### src/text_cell_renderer_top_macros.svh
// Assertion macros shared by the text cell renderer modules.
`ifndef TEXT_CELL_RENDERER_TOP_MACROS_SVH
`define TEXT_CELL_RENDERER_TOP_MACROS_SVH
`ifndef NO_ASSERTIONS
// Same-cycle implication under synchronous active-low reset
`define TRC_ASSERT_IMPLY(lbl, clk, rst_n, ante, cons, msg) \
    lbl: assert property (@(posedge clk) disable iff (!rst_n) (ante) |-> (cons)) \
        else $error(msg);
// Next-cycle implication under synchronous active-low reset
`define TRC_ASSERT_NEXT(lbl, clk, rst_n, ante, cons, msg) \
    lbl: assert property (@(posedge clk) disable iff (!rst_n) (ante) |=> (cons)) \
        else $error(msg);
`else
`define TRC_ASSERT_IMPLY(lbl, clk, rst_n, ante, cons, msg)
`define TRC_ASSERT_NEXT(lbl, clk, rst_n, ante, cons, msg)
`endif
`endif

### src/trc_pkg.sv
// Types and constants shared by the text cell renderer.
package trc_pkg;

    // Input action codes
    localparam logic [1:0] ACT_FONT_WRITE  = 2'd0;
    localparam logic [1:0] ACT_FRAME_START = 2'd1;
    localparam logic [1:0] ACT_DISPLAY     = 2'd2;

    // Screen modes
    localparam logic MODE_COLLAPSED = 1'b0;
    localparam logic MODE_FULL      = 1'b1;

    // Line geometry and special codes
    localparam logic [7:0] BLANK_CODE     = 8'd118;
    localparam logic [6:0] COLLAPSED_COLS = 7'd33;
    localparam logic [6:0] FULL_COLS      = 7'd32;

    // Command queue geometry
    localparam int unsigned QDEPTH = 4;
    localparam int unsigned QPTR_W = 2;
    localparam int unsigned QCNT_W = 3;

    typedef enum logic [1:0] {
        CMD_FONT,
        CMD_FRAME,
        CMD_CHAR,
        CMD_BLANK
    } t_cmd_kind;

    typedef struct packed {
        t_cmd_kind  kind;
        logic [9:0] font_address;
        logic [7:0] font_data;
        logic [7:0] char_code;
    } t_cmd;

    typedef struct packed {
        logic [5:0]  cell_column;
        logic [4:0]  cell_row;
        logic [63:0] glyph_pixels;
        logic        last_of_run;
        logic        frame_end;
    } t_cell;

    typedef enum logic {
        BK_IDLE,
        BK_EMIT
    } t_back_state;

endpackage

### src/trc_cmd_queue.sv
// Short command queue between the front end and the back end.
module trc_cmd_queue
    import trc_pkg::*;
(
    input  logic i_clk,
    input  logic i_rst_n,
    input  logic i_push,
    input  t_cmd i_cmd,
    input  logic i_pop,
    output logic o_full,
    output logic o_valid,
    output t_cmd o_cmd
);

    t_cmd              r_slot [QDEPTH];
    logic [QPTR_W-1:0] r_wr_ptr;
    logic [QPTR_W-1:0] r_rd_ptr;
    logic [QCNT_W-1:0] r_count;

    assign o_full  = (r_count == QCNT_W'(QDEPTH));
    assign o_valid = (r_count != '0);
    assign o_cmd   = r_slot[r_rd_ptr];

    // Store pushed commands
    always_ff @(posedge i_clk) begin
        if (i_push) begin
            r_slot[r_wr_ptr] <= i_cmd;
        end
    end

    // Advance pointers and occupancy
    always_ff @(posedge i_clk) begin
        if (!i_rst_n) begin
            r_wr_ptr <= '0;
            r_rd_ptr <= '0;
            r_count  <= '0;
        end else begin
            if (i_push) begin
                r_wr_ptr <= r_wr_ptr + 1'b1;
            end
            if (i_pop) begin
                r_rd_ptr <= r_rd_ptr + 1'b1;
            end
            if (i_push && !i_pop) begin
                r_count <= r_count + 1'b1;
            end else if (i_pop && !i_push) begin
                r_count <= r_count - 1'b1;
            end
        end
    end

    `include "text_cell_renderer_top_macros.svh"

    `TRC_ASSERT_IMPLY(a_count_bound, i_clk, i_rst_n, 1'b1, r_count <= QCNT_W'(QDEPTH), "queue overflow")
    `TRC_ASSERT_IMPLY(a_pop_nonempty, i_clk, i_rst_n, i_pop, r_count != '0, "pop from empty queue")

endmodule

### config.mk
export PLATFORM = sky130hd
export DESIGN_NAME = trc_cmd_queue
export DESIGN_NICKNAME = d
export VERILOG_FILES = /design/src/trc_pkg.sv /design/src/trc_cmd_queue.sv
export VERILOG_INCLUDE_DIRS = /design/src /design/src/src
export SDC_FILE = /design/constraint.sdc
export NUM_CORES = 1
export LEC_CHECK = 0
export BUFFER_PORTS_ARGS = -buffer_cell sky130_fd_sc_hd__clkbuf_2
export CORE_MARGIN = 4
export CORE_UTILIZATION = 45
export CTS_BUF_LIST = sky130_fd_sc_hd__clkbuf_16
export DETAILED_ROUTE_END_ITERATION = 8
export PLACE_DENSITY = 0.65
export SLEW_MARGIN = 20
export SYNTH_ARGS = -nofsm -noshare
export SYNTH_HDL_FRONTEND = slang
export SYNTH_SLANG_ARGS = --single-unit
### constraint.sdc
create_clock -name i_clk -period 2.56 [get_ports i_clk]
set_clock_uncertainty 0.15 [all_clocks]
set_input_delay 0.512 -clock i_clk [delete_from_list [all_inputs] [get_ports i_clk]]
set_output_delay 0.512 -clock i_clk [all_outputs]
set_load 0.01 [all_outputs]
==> flow_summary.yaml <==
outcome:
  status: "finished, final reports clean"
setup_path:
  cp_max_fo: 14
  timing.critical_path.slowest_stage_cell: "sky130_fd_sc_hd__mux4_2"
  worst_ep_required_time_ns: 1.90
  cpPeakStageDelay_ns: 0.54
  path_delay_family: "multiplexers"
  reg2reg_depth: 3
  cp_num_cells: 3
  worst-setup-path-type: "register to output pin"
  crit_buf_inv: 2
  cp_data_arrival_time_ns: 1.77
  cp_cell_sequence: "buf_12 > mux4_2 > clkbuf_2"
  cp-start-kind: "register"
  critPathCaptureType: "output pin"
clock_tree:
  tritoncts: "built"
  cts_htree_levels: 4
  tritoncts.num_buffers: 17
  root_buffer: "sky130_fd_sc_hd__clkbuf_16"
  worstSkewPairLatency_ns: 0.39
  post_cts_buffers: 0
  holdBufCountCts: 0
  tritoncts_num_sinks: 121
  clock_path_buffers: 2
  cts.reportedPaths.clkPinSlew_ns: 0.05
synth:
  post_synth_instance_area_sq_um: 4540
  synth_cell_types: 20
  ys_seq_elements: 121
  synth.yosys.seq_area_share_pct: 78.1
  avgSynthCellArea_sq_um: 24.0
  synth_nets: 227
  synthesis.instances: 189
  yosys_warnings: 0
route:
  post_detailed_routing_wire_length_um: 7610
  antenna_violating_nets_post_route: 0
  first_iter_violations: 78
  drcViolationCount: 0
  vias: 2083
  viasPerCell: 5.02
  first_pass_iters: 4
  routedWlPerCell_um: 18.3
place:
  dp_cells: 385
  io_buffers: 61
  gp_congestion: 0.632
  hpwlAfterDp_um: 4740
  dp_worst_setup_slack_ns: 0.368
floorplanning:
  floorplan.die_area_sq_um: 11800
  initial_utilization_pct: 46.4
  fp.dieH_um: 108
  boundaryPins: 62
  core.rowCount: 36
  chipWidth_um: 108
  core_region_area_sq_um: 9770
global_routing:
  grt_pass1_vias: 2222
  globalRouteOverflowTotal: 0
  grt_max_degree: 29
  grt_antenna_before_repair: 0
  globalRouteTotalUtil_pct: 14.5
  grt_pass1_wl_um: 12100
timing:
  timing.final.setup_violations: 0
  timing.final.ws_setup_ns: 0.124
  final_report_max_slew_violation_count: 0
  finalHoldViolCount: 0
  relSlewSlack_pct: 67.8
  unrepaired_setup_endpoints_after_global_routing: "no"
  holdWs_ns: 0.183
  tightestPinTransition_ns: 0.484
  post-route-min-period_ns: 2.44
  timing.fmax_ghz: 0.410
  finalCritPeriodShare_pct: 95.2
  setup_total_negative_slack_ns: 0
final_layout:
  drive_gt1_share_pct: 41.5
  nets: 309
  layout.cells.most_common: "sky130_fd_sc_hd__edfxtp_1"
  final_cells: 415
  antenna_cells: 0
  final_cell_mix: "112 x sky130_fd_sc_hd__edfxtp_1, 61 x sky130_fd_sc_hd__clkbuf_2, 20 x sky130_fd_sc_hd__mux4_2, 17 x sky130_fd_sc_hd__clkbuf_16"
  flow.area_growth_from_synthesis_pct: 24.0
  fillerInstances: 751
power_and_ir_drop:
  finalPower_mw: 4.98
  power.combinational.fraction_pct: 8.7
  power.density_cell_area_nw_per_um2: 886
  power.net_switching_mw: 1.01
  seq_power_share_pct: 46.4
  internal_power_mw: 3.98
  vdd_drop_max_v: 0.000438
  leakage_nw: 2.00
  switching_share_pct: 20.2
  clock_power_share_pct: 44.9
run:
  timing.max_cap.violations: 0
min_path:
  hp-class: "primary input to register"
  hold_depth: 1
==> per-layer routing <==
metal / track usage, % / wire length (um)
met1: 19.0 / 3450
met2: 21.8 / 3670
met3: 5.01 / 409
met4: 6.94 / 78
met5: 0 / 0
==> cell type report <==
| class | instances | area (sq um) | area share (%) |
|---|---|---|---|
| clock buffer | 17 | 425 | 7.56 |
| clock inverter | 13 | 138 | 2.45 |
| inverter | 4 | 15.0 | 0.267 |
| multi-input combinational | 58 | 917 | 16.3 |
| sequential | 121 | 3550 | 63.1 |
| tap | 133 | 166 | 2.96 |
| timing repair buffer | 69 | 415 | 7.39 |
==> cells by family (layout without fill, tap and decap cells) <==
| kind of cell | count (synthesis) | count (layout) | synth area share [%] |
|---|---|---|---|
| xor+xnor | 5 | 5 | 0.965 |
| mux | 30 | 30 | 15.0 |
| buf+inv | 10 | 103 | 1.79 |
| compound gates | 2 | 2 | 0.276 |
| simple gates | 15 | 15 | 2.04 |
| flops | 121 | 121 | 78.1 |
| fa+ha+maj | 6 | 6 | 1.82 |
==> sequential cells by signal, summed over array words and instances, names as in the netlist, named ones only <==
register and cells:
r_slot 112, r_count 3, r_rd_ptr 2, r_wr_ptr 2
==> stage by stage <==
| step | area, sq um | utilization, % |
|---|---|---|
| 5_1_grt | 5620 | 57.5 |
| 3_5_place_dp | 5060 | 51.8 |
| 4_1_cts | 5620 | 57.5 |
| 6_report | 5620 | 57.5 |
| 3_3_place_gp | 5060 | 51.8 |
| 2_1_floorplan | 4540 | - |
==> synth_stat cells (all sizes together) <==
library cell,count,area [sq um]
nand2,1,3.75
fa,1,20.0
dfxtp,9,180
xor2,3,26.3
ha,5,62.6
inv,4,15.0
a21boi,1,7.51
nor2b,2,12.5
and2,9,56.3
buf,6,66.3
mux2i,2,20.0
nor3b,1,7.51
mux4,28,661
or3,2,12.5
o21ai,1,5.00
xnor2,2,17.5
edfxtp,112,3360
==> power groups by stage <==
stage                     Combinational, mW  Clock (mW)  Sequential [mW]
after floorplan                       0.280           0             2.33
after global placement                0.442           0             2.34
after detailed placement              0.449           0             2.35
after CTS                             0.450        2.28             2.31
after global routing                  0.481        2.38             2.32
final                                 0.436        2.24             2.31
==> worst paths after layout <==
check	endpoint	slack, ns	start
max	o_cmd[3]	0.12	register
min	r_slot[0][22]	0.18	i_cmd[22]
max reg2reg	r_slot[3][27]	0.86	r_wr_ptr[0]
min reg2reg	r_count[2]	0.36	r_count[2]
==> timing repair <==
action                                  in CTS  in global routing
endpoints found under the setup margin       6                  0
endpoints found under the hold margin        0                  0
gates resized for setup                      1                  0
(Power assumes the default switching activity.)
